<file path="src/rtl/tmd_pkg.sv">
// Package for the tunnel message deframer: event codes, message types,
// parser phases, header sub-steps and the result item structure.
// Depends on nothing.
package tmd_pkg;

   // Event reported with every result item.
   typedef enum logic [2:0] {
      EV_NONE      = 3'd0,
      EV_PAYLOAD   = 3'd1,
      EV_INIT_OK   = 3'd2,
      EV_INIT_BAD  = 3'd3,
      EV_RECONNECT = 3'd4,
      EV_CLOSE     = 3'd5,
      EV_BAD_TYPE  = 3'd6,
      EV_DROPPED   = 3'd7
   } event_type;

   // Parser phase.
   typedef enum logic [1:0] {
      PH_INIT = 2'd0,
      PH_DATA = 2'd1,
      PH_DEAD = 2'd2
   } phase_type;

   // Message type bytes.
   localparam logic [7:0] MT_DATA      = 8'd0;
   localparam logic [7:0] MT_INIT      = 8'd1;
   localparam logic [7:0] MT_RECONNECT = 8'd2;
   localparam logic [7:0] MT_CLOSE     = 8'd3;

   // Init header byte positions.
   localparam logic [2:0] HDR_TYPE     = 3'd0;
   localparam logic [2:0] HDR_LEN_HI   = 3'd1;
   localparam logic [2:0] HDR_LEN_LO   = 3'd2;
   localparam logic [2:0] HDR_MAGIC_HI = 3'd3;
   localparam logic [2:0] HDR_MAGIC_LO = 3'd4;
   localparam logic [2:0] HDR_WIN_HI   = 3'd5;

   // Data mode sub-steps.
   localparam logic [2:0] DAT_TYPE   = 3'd0;
   localparam logic [2:0] DAT_LEN_HI = 3'd1;
   localparam logic [2:0] DAT_LEN_LO = 3'd2;
   localparam logic [2:0] DAT_BODY   = 3'd3;

   // Magic value after reset.
   localparam logic [15:0] MAGIC_RESET = 16'h2a75;

   // One result item.
   typedef struct packed {
      event_type   event_res;
      logic [7:0]  data_byte;
      logic        last_of_message;
      logic [15:0] send_window;
   } result_type;

endpackage

</file>
<file path="src/rtl/tunnel_message_deframer_unit.sv">
// Top level of the tunnel message deframer: input register, parser and
// result register. Depends on tmd_pkg and tmd_parser.
//
// A byte waits in the input register, then passes through the parser into the
// result register, which offers its result item; a stalled receiver holds it back.
// Throughput: one byte per cycle while the receiver does not stall; the input and
// result registers both hold an item, so a byte is taken while a finished result still waits.
// Reset: synchronous, active high; clears the parser to await an init header,
// empties both registers and restores the expected magic to 0x2a75.
module tunnel_message_deframer_unit (
   input  logic        clock,
   input  logic        reset,
   input  logic        req_valid,
   output logic        req_stall,
   input  logic [7:0]  req_rx_byte,
   output logic        rsp_valid,
   input  logic        rsp_stall,
   output logic [2:0]  rsp_event_res,
   output logic [7:0]  rsp_data_byte,
   output logic        rsp_last_of_message,
   output logic [15:0] rsp_send_window,
   input  logic        csr_valid,
   output logic        csr_ready,
   input  logic [15:0] csr_expected_magic
);

   logic        in_valid_ff;
   logic [7:0]  in_byte_ff;
   logic        out_valid_ff;
   tmd_pkg::result_type out_result_ff;
   tmd_pkg::result_type result;
   logic [15:0] magic_ff;
   logic        out_free;
   logic        advance;

   // Movement between the two registers.
   assign out_free  = !out_valid_ff || !rsp_stall;
   assign advance   = in_valid_ff && out_free;
   assign req_stall = in_valid_ff && !out_free;
   assign csr_ready = 1'b1;

   // Expected magic register.
   always_ff @(posedge clock) begin
      if (reset) begin
         magic_ff <= tmd_pkg::MAGIC_RESET;
      end else if (csr_valid && csr_ready) begin
         magic_ff <= csr_expected_magic;
      end
   end

   // Input register.
   always_ff @(posedge clock) begin
      if (reset) begin
         in_valid_ff <= 1'b0;
      end else if (!req_stall) begin
         in_valid_ff <= req_valid;
      end
   end

   always_ff @(posedge clock) begin
      if (req_valid && !req_stall) begin
         in_byte_ff <= req_rx_byte;
      end
   end

   tmd_parser u_parser (
      .clock          (clock),
      .reset          (reset),
      .step           (advance),
      .rx_byte        (in_byte_ff),
      .expected_magic (magic_ff),
      .result         (result)
   );

   // Result register.
   always_ff @(posedge clock) begin
      if (reset) begin
         out_valid_ff <= 1'b0;
      end else if (out_free) begin
         out_valid_ff <= in_valid_ff;
      end
   end

   always_ff @(posedge clock) begin
      if (advance) begin
         out_result_ff <= result;
      end
   end

   assign rsp_valid           = out_valid_ff;
   assign rsp_event_res       = out_result_ff.event_res;
   assign rsp_data_byte       = out_result_ff.data_byte;
   assign rsp_last_of_message = out_result_ff.last_of_message;
   assign rsp_send_window     = out_result_ff.send_window;

endmodule

</file>
<file path="src/rtl/tmd_parser.sv">
// Deframer parsing state and its single-pass next-state logic.
// Depends on tmd_pkg.
module tmd_parser (
   input  logic               clock,
   input  logic               reset,
   input  logic               step,
   input  logic [7:0]         rx_byte,
   input  logic [15:0]        expected_magic,
   output tmd_pkg::result_type result
);

   tmd_pkg::phase_type phase_ff, phase_in;
   logic [2:0]  header_count_ff, header_count_in;
   logic        init_type_ok_ff, init_type_ok_in;
   logic [7:0]  high_byte_hold_ff, high_byte_hold_in;
   logic [15:0] magic_seen_ff, magic_seen_in;
   logic [15:0] payload_left_ff, payload_left_in;
   logic [15:0] window_value_ff, window_value_in;
   logic [15:0] length_value;
   tmd_pkg::event_type event_res;
   logic [7:0]  data_byte;
   logic        last_flag;

   assign length_value = {high_byte_hold_ff, rx_byte};

   // Next state and result for the item now in the input register.
   always_comb begin
      phase_in          = phase_ff;
      header_count_in   = header_count_ff;
      init_type_ok_in   = init_type_ok_ff;
      high_byte_hold_in = high_byte_hold_ff;
      magic_seen_in     = magic_seen_ff;
      payload_left_in   = payload_left_ff;
      window_value_in   = window_value_ff;
      event_res         = tmd_pkg::EV_NONE;
      data_byte         = 8'd0;
      last_flag         = 1'b0;
      case (phase_ff)
         tmd_pkg::PH_INIT: begin
            case (header_count_ff)
               tmd_pkg::HDR_TYPE: begin
                  init_type_ok_in = (rx_byte == tmd_pkg::MT_INIT);
                  header_count_in = tmd_pkg::HDR_LEN_HI;
               end
               tmd_pkg::HDR_LEN_HI, tmd_pkg::HDR_LEN_LO: begin
                  header_count_in = header_count_ff + 3'd1;
               end
               tmd_pkg::HDR_MAGIC_HI: begin
                  magic_seen_in   = {rx_byte, 8'd0};
                  header_count_in = tmd_pkg::HDR_MAGIC_LO;
               end
               tmd_pkg::HDR_MAGIC_LO: begin
                  magic_seen_in   = {magic_seen_ff[15:8], rx_byte};
                  header_count_in = tmd_pkg::HDR_WIN_HI;
               end
               tmd_pkg::HDR_WIN_HI: begin
                  high_byte_hold_in = rx_byte;
                  header_count_in   = header_count_ff + 3'd1;
               end
               default: begin
                  // Final header byte, or a count beyond the header.
                  if (init_type_ok_ff && (magic_seen_ff == expected_magic)) begin
                     window_value_in = length_value;
                     phase_in        = tmd_pkg::PH_DATA;
                     event_res       = tmd_pkg::EV_INIT_OK;
                  end else begin
                     phase_in  = tmd_pkg::PH_DEAD;
                     event_res = tmd_pkg::EV_INIT_BAD;
                  end
                  header_count_in = tmd_pkg::HDR_TYPE;
               end
            endcase
         end
         tmd_pkg::PH_DATA: begin
            case (header_count_ff)
               tmd_pkg::DAT_TYPE: begin
                  if (rx_byte == tmd_pkg::MT_DATA) begin
                     header_count_in = tmd_pkg::DAT_LEN_HI;
                  end else if (rx_byte == tmd_pkg::MT_RECONNECT) begin
                     event_res       = tmd_pkg::EV_RECONNECT;
                     phase_in        = tmd_pkg::PH_INIT;
                     header_count_in = tmd_pkg::HDR_TYPE;
                     init_type_ok_in = 1'b0;
                  end else if (rx_byte == tmd_pkg::MT_CLOSE) begin
                     event_res = tmd_pkg::EV_CLOSE;
                  end else begin
                     event_res = tmd_pkg::EV_BAD_TYPE;
                  end
               end
               tmd_pkg::DAT_LEN_HI: begin
                  high_byte_hold_in = rx_byte;
                  header_count_in   = tmd_pkg::DAT_LEN_LO;
               end
               tmd_pkg::DAT_LEN_LO: begin
                  // An empty message goes straight back to the type byte.
                  payload_left_in = length_value;
                  header_count_in = (length_value == 16'd0) ? tmd_pkg::DAT_TYPE
                                                            : tmd_pkg::DAT_BODY;
               end
               default: begin
                  event_res = tmd_pkg::EV_PAYLOAD;
                  data_byte = rx_byte;
                  if (payload_left_ff != 16'd0) begin
                     payload_left_in = payload_left_ff - 16'd1;
                  end
                  if ((payload_left_ff == 16'd0) || (payload_left_ff == 16'd1)) begin
                     last_flag       = 1'b1;
                     header_count_in = tmd_pkg::DAT_TYPE;
                  end
               end
            endcase
         end
         default: begin
            event_res = tmd_pkg::EV_DROPPED;
         end
      endcase
   end

   assign result.event_res       = event_res;
   assign result.data_byte       = data_byte;
   assign result.last_of_message = last_flag;
   assign result.send_window     = window_value_in;

   // State registers advance once per item passed on.
   always_ff @(posedge clock) begin
      if (reset) begin
         phase_ff          <= tmd_pkg::PH_INIT;
         header_count_ff   <= 3'd0;
         init_type_ok_ff   <= 1'b0;
         high_byte_hold_ff <= 8'd0;
         magic_seen_ff     <= 16'd0;
         payload_left_ff   <= 16'd0;
         window_value_ff   <= 16'd0;
      end else if (step) begin
         phase_ff          <= phase_in;
         header_count_ff   <= header_count_in;
         init_type_ok_ff   <= init_type_ok_in;
         high_byte_hold_ff <= high_byte_hold_in;
         magic_seen_ff     <= magic_seen_in;
         payload_left_ff   <= payload_left_in;
         window_value_ff   <= window_value_in;
      end
   end

endmodule

</file>
<file path="config.mk">
export PLATFORM = sky130hd
export DESIGN_NAME = tunnel_message_deframer_unit
export DESIGN_NICKNAME = d
export VERILOG_FILES = /design/src/rtl/tmd_pkg.sv /design/src/rtl/tunnel_message_deframer_unit.sv /design/src/rtl/tmd_parser.sv
export SDC_FILE = /design/constraint.sdc
export NUM_CORES = 1
export LEC_CHECK = 0
export ABC_CLOCK_PERIOD_IN_PS = 3110
export BUFFER_PORTS_ARGS = -buffer_cell sky130_fd_sc_hd__buf_2
export CAP_MARGIN = 10
export CELL_PAD_IN_SITES_DETAIL_PLACEMENT = 1
export CELL_PAD_IN_SITES_GLOBAL_PLACEMENT = 1
export CORE_UTILIZATION = 45
export CTS_CLUSTER_SIZE = 12
export DETAILED_ROUTE_END_ITERATION = 12
export GPL_TIMING_DRIVEN = 1
export PLACE_DENSITY_LB_ADDON = 0.25
export SLEW_MARGIN = 20
export SYNTH_ARGS = -nofsm -noshare
export SYNTH_HDL_FRONTEND = slang
export SYNTH_SLANG_ARGS = --single-unit
export TNS_END_PERCENT = 10
</file>
<file path="constraint.sdc">
create_clock -name clock -period 3.11 [get_ports clock]
set_clock_uncertainty 0.2 [all_clocks]
set_input_delay 0.311 -clock clock [delete_from_list [all_inputs] [get_ports clock]]
set_output_delay 0.311 -clock clock [all_outputs]
set_load 0.005 [all_outputs]
</file>
; Yosys cells after proc, flatten, opt, wreduce, memory -nomap -nowiden
; Index checks and enable logic that the tools add are counted.
[word_totals]
in_bits = 29
regBits = 116
wordCells = 107
out_inout_bits = 31
[op_classes]
n_bitwise = 3
n_reduce_logical = 31
addsub = 2
n_mux = 35
eq_ne = 20
[ops]
columns = op, n
row1 = $mux 16, 4
row2 = $pmux 16 s2, 2
row3 = $logic_not 16->1, 2
row4 = $mux 3, 6
row5 = $pmux 3 s2, 3
row6 = $eq 16x1->1 const B, 1
row7 = $eq 16x16->1, 1
row8 = $eq 8x2->1 const B, 2
row9 = $mux 8, 2
row10 = $pmux 8 s2, 1
row11 = $reduce_and 4->1, 4
row12 = $reduce_bool 16->1, 1
row13 = $sub 16x1->16 const B, 1
row14 = $mux 2, 7
row15 = $pmux 3 s4, 1
row16 = $reduce_and 6->1, 2
row17 = $pmux 3 s3, 1
row18 = $eq 8x1->1 const B, 1
row19 = $logic_not 8->1, 1
row20 = $ne 2x1->1 const B, 4
row21 = $eq 3x2->1 const B, 2
row22 = $eq 3x3->1 const B, 2
row23 = $mux 1, 6
row24 = $ne 2x2->1 const B, 3
row25 = other kinds (19), 31

; Longest topological paths before layout
; Gate-level depths: netlist (run 1).
[logic_depth]
depth_word = 6
mapped_depth = 9

; By module
; From an unflattened synthesis (run 1), not the netlist that was laid out.
[unflattened]
cells_unflattened = 559
hier_area_um2 = 5625.4
[modules_own_cells]
columns = module, area_per_inst_um2, cells_per_inst, instances
row1 = tmd_parser, 3844.9, 459, 1
row2 = tunnel_message_deframer_unit, 1780.5, 100, 1

; Worst setup path after synthesis (run 1)
; No wires, ideal clock.
[synth_path]
path_kind = register to register
from = reg out_valid_ff (netlist: rsp_valid)
to = reg u_parser.magic_seen_ff[10]
required_time_ns = 2.782
stages_incl_launch_ff = 9
slack_ns = 0.905
synth_period_minus_slack_ns = 2.205
arrival_ns = 1.878
setup_ns = 0.128
cell_sequence = dfxtp_1 nand2_1 nand2_1 inv_2 nand2_1 or4b_1 buf_2 mux2i_1 nor2_1
[synth_via]
elab_chain_cells = 4
[synth_rtl]
columns = item, line_no
row1 = "start, declared", tunnel_message_deframer_unit.sv:29  ; logic out_valid_ff;
row2 = "start signal, assigned", tunnel_message_deframer_unit.sv:80  ; out_valid_ff <= in_valid_ff;
row3 = $logic_not 1->1, tunnel_message_deframer_unit.sv:37  ; assign out_free = !out_valid_ff || !rsp_stall;
row4 = $logic_or 1x1->1, tunnel_message_deframer_unit.sv:37
row5 = $logic_and 1x1->1, tunnel_message_deframer_unit.sv:38  ; assign advance = in_valid_ff && out_free;
row6 = via advance, tunnel_message_deframer_unit.sv:34  ; logic advance;
row7 = $reduce_and 4->1 (no source line), n/a
row8 = "end signal, assigned", tmd_parser.sv:139  ; magic_seen_ff <= magic_seen_in;
row9 = "end, declared", tmd_parser.sv:16  ; logic [15:0] magic_seen_ff, magic_seen_in;
; The timed path passes the listed nets, and every way through them passes these cells.
; A chain may end at the register's enable or synchronous reset.

; Final worst setup path (run 1)
[layout_path]
from = reg u_parser.header_count_ff[1]
to = reg u_parser.header_count_ff[1]
[layout_via]
elab_chain_cells = 4
word_cells_on_any_way = 14
[layout_rtl]
columns = item, line_no
row1 = "start, declared", tmd_parser.sv:13  ; logic [2:0] header_count_ff, header_count_in;
row2 = "start signal, assigned", tmd_parser.sv:136  ; header_count_ff <= header_count_in;
row3 = branches (longest 4 deep; another with $add 3x1->3), n/a
; Several ways; the timed one is not identified.

==> impl_results.md, run 1 <==
* Routed Antenna Nets at 0
* EDFF count, synth at 36
* Longest Clk Path Bufs at 2
* Yosys Warn Count at 0
* R2R setup slack at 0.36 ns
* Avg WL per Cell at 20.1 microns
* Period utilization at 0.886
* Placed wire-length estimate at 10,200 microns
* Most frequent cells in the layout: dfxtp_1 (80), buf_2 (58), a21oi_1 (55)
* Overflow after GRT at 0
* Largest family of logic cells by synthesized area: simple AND/OR/NAND/NOR gates
* CP max FO at 11
* Initial Utilization at 0.468
* Routed via count at 4,689
* Leak pwr at 2.73 nW
* Antenna violations before repair at 0
* DRC Markers at 8
* Largest net degree at the start of global routing at 49
* Chip width at 112 microns
* IO Count at 60
* Unique cell type count in the Yosys netlist at 63
* Post-Syn Area at 5430 sq um
* First-pass DRT Iterations at 9
* Syn Area/Cell at 9.84 sq um
* Fin. Hold Viols at 0
* Reg clk slew, reported paths at 0.05 ns
* Nets in the synthesized netlist at 588
* VDD IR max at 0.000408 V
* Maximum clock frequency at 363 MHz
* Post-Route WL at 15,900 microns
* R2R cell count at 8
* RSZ-0062 raised after global routing: no
* Post-CTS Resized at 0
* CP Class: reg2reg
* Post-Synthesis Cells at 552
* Htree depth at 4
* Worst hold path startpoint: reset
* Number of buffers created by CTS at 17
* Setup violators final at 0
* Final Hold Slack at 0.245 ns
* WP data required at 3.21 ns
* Fin nets at 671
* Row count at 39
* HP Class: in2reg
* Hold Path End: u_parser.payload_left_ff[0]
* Max Slew Vio Count at 0
* Worst EP arrival at 2.86 ns
* Vias in the first global route at 4,884
* Root buffer cell: clkbuf_16
* Area Growth Syn to Fin at 22.7%
* First-pass GRT wire length at 25,500 microns
* GP Congestion at 0.870
* Share of the yosys chip area belonging to registers at 0.494
* # diodes at 0
* Power per cell area at 543 nW/um^2
* Sum of negative setup slack at 0 ns
* R2R Path Start: u_parser.header_count_ff[1]
* Min Tclk post-route at 2.75 ns
* Most common cell after layout, fill and taps aside: dfxtp_1
* Status: complete, but fails checks
* Yosys reg bits at 116
* Compound-Gate Fraction of Synth Area at 0.156
* Top_reg_cell synth: dfxtp_1
* Post-synthesis adder-cell area fraction at 0.0161
* Clock sinks at 116
* Failing checks: DRC
* Max Cap Violations at 0
* Post-Synth Simple-Gate Area at 0.185
* DR iter-0 viols at 284
* CP Capture Type: flop
* PortBufs at 58
* Reg-to-Reg End: u_parser.header_count_ff[1]
* Die area at 12,500 sq um
* Layout cell share with drive strength beyond 1 at 0.199
* Slew headroom at 0.435
* Clk_lat worst skew at 0.42 ns
* Core Area at 11,600 sq um
* Fraction of registers with async set/reset at 0
* Slew @ Worst Pin at 0.842 ns
* Post-Synth XOR/XNOR Area at 0.0274
* Die height at 112 microns
* CP Launch Type: flop
* CTS tree: yes
* Mux share of post-synthesis cell area at 0.0806
* Vias per inst at 5.93
* Worst hold path stage count at 2
* Total GRT Usage at 0.267
-- per-layer routing --
metal  part of all wire  GRT usage  vias up  wire length, microns
li1                   -          -     2191                     -
met3              0.049     0.0626       30                   786
met1               0.42      0.312     2313                  6600
met2               0.51      0.463      155                  8090
met4              0.026      0.124        0                   415
met5                  0          0        -                     0
-- how the worst max path moves through the flow --
| stage | startpoint | to | slack, ns | cells after the start |
|---|---|---|---|---|
| after floorplan | rsp_valid | u_parser.magic_seen_ff[10] | 0.90 | 8 |
| final | u_parser.header_count_ff[1] | u_parser.header_count_ff[1] | 0.36 | 8 |
| after global placement | u_parser.header_count_ff[1] | u_parser.header_count_ff[1] | 0.64 | 8 |
| after global routing | u_parser.header_count_ff[1] | u_parser.header_count_ff[1] | 0.22 | 8 |
| after CTS | u_parser.header_count_ff[1] | u_parser.header_count_ff[1] | 0.39 | 8 |
| after detailed placement | u_parser.header_count_ff[1] | u_parser.header_count_ff[1] | 0.54 | 8 |
-- registers in the layout, indices dropped and copies added (netlist names) --
| register | flops |
|---|---|
| rsp_send_window | 16 |
| in_byte_ff | 8 |
| rsp_valid | 1 |
| u_parser.window_value_ff | 16 |
| u_parser.init_type_ok_ff | 1 |
| u_parser.payload_left_ff | 16 |
| u_parser.header_count_ff | 3 |
| u_parser.phase_ff | 2 |
| magic_ff | 16 |
| rsp_data_byte | 8 |
| u_parser.high_byte_hold_ff | 8 |
| rsp_last_of_message | 1 |
| u_parser.magic_seen_ff | 16 |
| in_valid_ff | 1 |
| rsp_event_res | 3 |
-- metrics by stage --
| step | cells | power (mW) | area [sq um] | worst slack (ns) | util |
|---|---|---|---|---|---|
| after CTS | 791 | 3.64 | 6660 | 0.391 | 0.574 |
| after detailed placement | 733 | 1.85 | 5880 | 0.543 | 0.506 |
| after floorplan | 552 | 1.76 | 5430 | 0.905 | - |
| final | 791 | 3.62 | 6660 | 0.356 | 0.574 |
| after global placement | 733 | 1.84 | 5880 | 0.638 | 0.506 |
| after global routing | 791 | 3.72 | 6660 | 0.221 | 0.574 |
-- logic make-up (layout without fill, tap and decap cells) --
group	after synthesis	after routing
adders and majority gates	7	7
muxes	38	38
AOI/OAI and AO/OA	135	135
buffers and inverters	48	144
and+or+nand+nor	190	190
DFF	116	116
xor gates and xnor gates	17	17
other	1	1
-- critical path, stage by stage (launching register included) --
cell and delay (ns):
dfxtp_1 0.50, inv_1 0.13, ha_1 0.27, or3_1 0.39, a21oi_1 0.16, buf_4 0.19
a21boi_1 0.32, nor3_1 0.12, a221oi_1 0.35
-- Yosys cell counts (2+ instances only) --
master	n	share of area
nand2_1	44	0.030
a211o_1	9	0.015
mux2i_1	22	0.041
xor2_1	16	0.026
nor3_1	10	0.0092
o41ai_1	4	0.0064
inv_1	8	0.0055
nor4_2	4	0.0092
mux2_4	10	0.028
a21oi_1	55	0.051
a31oi_1	2	0.0023
o211ai_1	2	0.0028
nor4_1	7	0.0081
a221oi_1	2	0.0032
o21a_1	3	0.0041
and2_1	10	0.012
buf_4	4	0.0055
nor3_2	2	0.0037
o21ai_1	3	0.0028
nor2b_1	11	0.013
or3_1	3	0.0035
buf_2	10	0.0092
nand3_1	15	0.014
nor2_1	42	0.029
nand4_1	22	0.025
or4_1	3	0.0041
clkbuf_1	22	0.015
ha_1	7	0.016
o21ai_0	20	0.018
a21o_1	3	0.0041
dfxtp_1	80	0.29
o31ai_1	18	0.025
and3_1	6	0.0069
nand2b_1	3	0.0035
edfxtp_1	36	0.20
buf_1	2	0.0014
mux2_2	6	0.012
-- cell type report --
cell class,instances,area [sq um]
repair buffers,103,706
well taps,143,179
flip-flops and latches,116,2680
clock buffers,26,469
clock inverters,6,57.6
fillers,1300,4950
inverters,9,33.8
multi-input cells,388,2540
-- power breakdown --
group	total [mW]	internal, mW	switching (mW)
clock network	1.76	1.11	0.653
logic	0.224	0.0984	0.125
registers	1.63	1.60	0.0314
-- timing repair --
action	in CTS	in global routing
hold buffers	26	0
endpoints found under the hold margin	26	0
setup buffers	0	0
No activity file was read; power rests on OpenSTA's default activity.
==> inputs of run 2 (changes only) <==
- CORE_ASPECT_RATIO: not set -> 0.5
- CORE_UTILIZATION: 45 -> 25
==> run 2 against run 1 <==
Against the previous run:
- the flow now finishes without violations
- final cell count rose by 19%
- utilization fell by 24 points
- sequential cell count did not move
- register-to-register slack improved by 0.06 ns
- first-iteration DRC count rose by 6.7%
- non-clock buffer count rose by 5
- worst hold slack got worse by 0.0086 ns
- sequential share of layout area fell by 1.6 points
- clock-buffer cell count fell by 8
- critical path depth did not move
- critical path type unchanged
- largest cell class unchanged
- largest power group unchanged
- highest routed layer unchanged
==> impl_results.md, run 2 (same netlist as run 1, synthesis figures left out) <==
* Fin. Hold Viols at 0 (unchanged)
* Clk_lat worst skew at 0.42 ns (about the same)
* Status: complete, no violations
* Worst EP arrival at 2.81 ns (-0.05 ns)
* Max Slew Vio Count at 0 (unchanged)
* DR iter-0 viols at 303 (+6.7%)
* Min Tclk post-route at 2.70 ns (-0.0582 ns)
* Initial Utilization at 0.260 (-0.208)
* Reg clk slew, reported paths at 0.06 ns (about the same)
* HP Class: in2reg
* Post-Route WL at 16,900 microns (+6.7%)
* Final Non-Filler Cells at 945 (+19%)
* GP Congestion at 0.757 (-13%)
* Sum of negative setup slack at 0 ns (unchanged)
* CP Launch Type: flop
* Post-CTS Setup Inserts at 0 (unchanged)
* Setup violators final at 0 (unchanged)
* Final Hold Slack at 0.236 ns (-0.00857 ns)
* Slew @ Worst Pin at 0.796 ns (-0.0453 ns)
* Post-CTS Resized at 0 (unchanged)
* WP data required at 3.23 ns (+0.02 ns)
* CP max stage cell: dfxtp_1
* VDD IR max at 0.000331 V (-19%)
* Clock sinks at 116 (unchanged)
* PortBufs at 58 (unchanged)
* Row count at 37 (-5.1%)
* Vias in the first global route at 4,806 (-1.6%)
* Total GRT Usage at 0.160 (-0.107)
* CP max FO at 11 (unchanged)
* Chip width at 210 microns (+88%)
* First-pass GRT wire length at 27,200 microns (+6.7%)
* Buffers & Inverters on Critical Path at 2 (unchanged)
* Root buffer cell: clkbuf_16
* Die area at 22,400 sq um (+79%)
* Fin nets at 676 (+0.75%)
* CP Class: reg2reg
* DP Cell Count at 887 (+21%)
* CTS tree: yes
* Overflow after GRT at 0 (unchanged)
* Routed Antenna Nets at 0 (unchanged)
* Routed via count at 4,529 (-3.4%)
* IO Count at 60 (unchanged)
* First-pass DRT Iterations at 4 (-5)
* Avg WL per Cell at 17.9 microns (-11%)
* Max Cap Violations at 0 (unchanged)
* # diodes at 0 (unchanged)
* RSZ-0062 raised after global routing: no
* Period utilization at 0.867 (-0.0187)
* Core Area at 20,900 sq um (+80%)
* Number of buffers created by CTS at 17 (unchanged)
* Area Growth Syn to Fin at 27.8%
* Hold_buf cts at 26 (unchanged)
* Maximum clock frequency at 371 MHz (+2.2%)
* Dominant delay contributor by cell family on the critical path: compound AO/OA/AOI/OAI gates
* Vias per inst at 4.79 (-19%)
* DRC Markers at 0 (-8)
* Most frequent cells in the layout: dfxtp_1 (80), buf_2 (58), a21oi_1 (55)
* Htree depth at 4 (unchanged)
* Slew headroom at 0.465 (+0.0304)
* Worst path max stage delay at 0.52 ns (+0.02 ns)
* Most common cell after layout, fill and taps aside: dfxtp_1
* Antenna violations before repair at 0 (unchanged)
* Longest Clk Path Bufs at 2 (unchanged)
* CP Capture Type: flop
* Die height at 106 microns (-5.0%)
* Largest net degree at the start of global routing at 35 (-29%)
* Leak pwr at 2.78 nW (+1.8%)
* Sequence of cells on the critical path: inv_1, ha_1, or3_1, a21oi_1, buf_4, a21boi_1, nor3_1, a221oi_1
* Placed wire-length estimate at 11,300 microns (+11%)
* Layout cell share with drive strength beyond 1 at 0.216 (+0.0169)
* Power per cell area at 557 nW/um^2 (+2.7%)
-- run 2: changes by cell type in the layout (fill, tap and decap cells not counted), sizes merged --
cell,previous run,this run
clkbuf,26,18
inv,9,17
buf,77,82
clkinv,4,2
bufinv,1,2
clkinvlp,1,2
-- run 2: final timing paths --
check / cells after the start / slack (ns) / from / end
min: 3 / 0.24 / csr_valid / magic_ff[3]
max: 8 / 0.41 / u_parser.header_count_ff[1] / u_parser.header_count_ff[1]
min reg2reg: 2 / 0.27 / u_parser.window_value_ff[4] / u_parser.window_value_ff[4]
max reg2reg: 8 / 0.41 / u_parser.header_count_ff[1] / u_parser.header_count_ff[1]
-- run 2: worst min-delay path, delay by kind of cell --
kind	cells	cell delay [ns]
and+or+nand+nor	1	0.07
buffers and inverters	1	0.26
muxes	1	0.17
-- run 2: stage by stage --
stage,util,worst slack [ns],power [mW],area [sq um]
CTS,0.332,0.397,3.92,6940
floorplan,-,0.905,1.76,5430
finish,0.332,0.414,3.87,6940
global placement,0.291,0.401,1.86,6090
global route,0.332,0.222,4.00,6940
detailed placement,0.291,0.403,1.86,6090
-- run 2: area by class of cell --
class	instances	area, sq um
Clock buffer	18	429
Multi-Input combinational cell	388	2540
Fill cell	2419	14000
Clock inverter	14	165
Sequential cell	116	2680
Inverter	9	33.8
Tap cell	292	365
Timing Repair Buffer	108	731
-- run 2: power by group --
part | total (mW) | switching, mW | internal, mW
Combinational | 0.223 | 0.125 | 0.0978
Sequential | 1.63 | 0.0298 | 1.60
Clock | 2.02 | 0.815 | 1.21
-- run 2: routing by layer --
layer	routed length [microns]	up-vias	share of wire	global-route usage
met4	202	0	0.012	0.0502
li1	-	2203	-	-
met1	8470	2253	0.50	0.213
met3	404	14	0.024	0.0290
met5	0	-	0	0
met2	7870	59	0.46	0.263
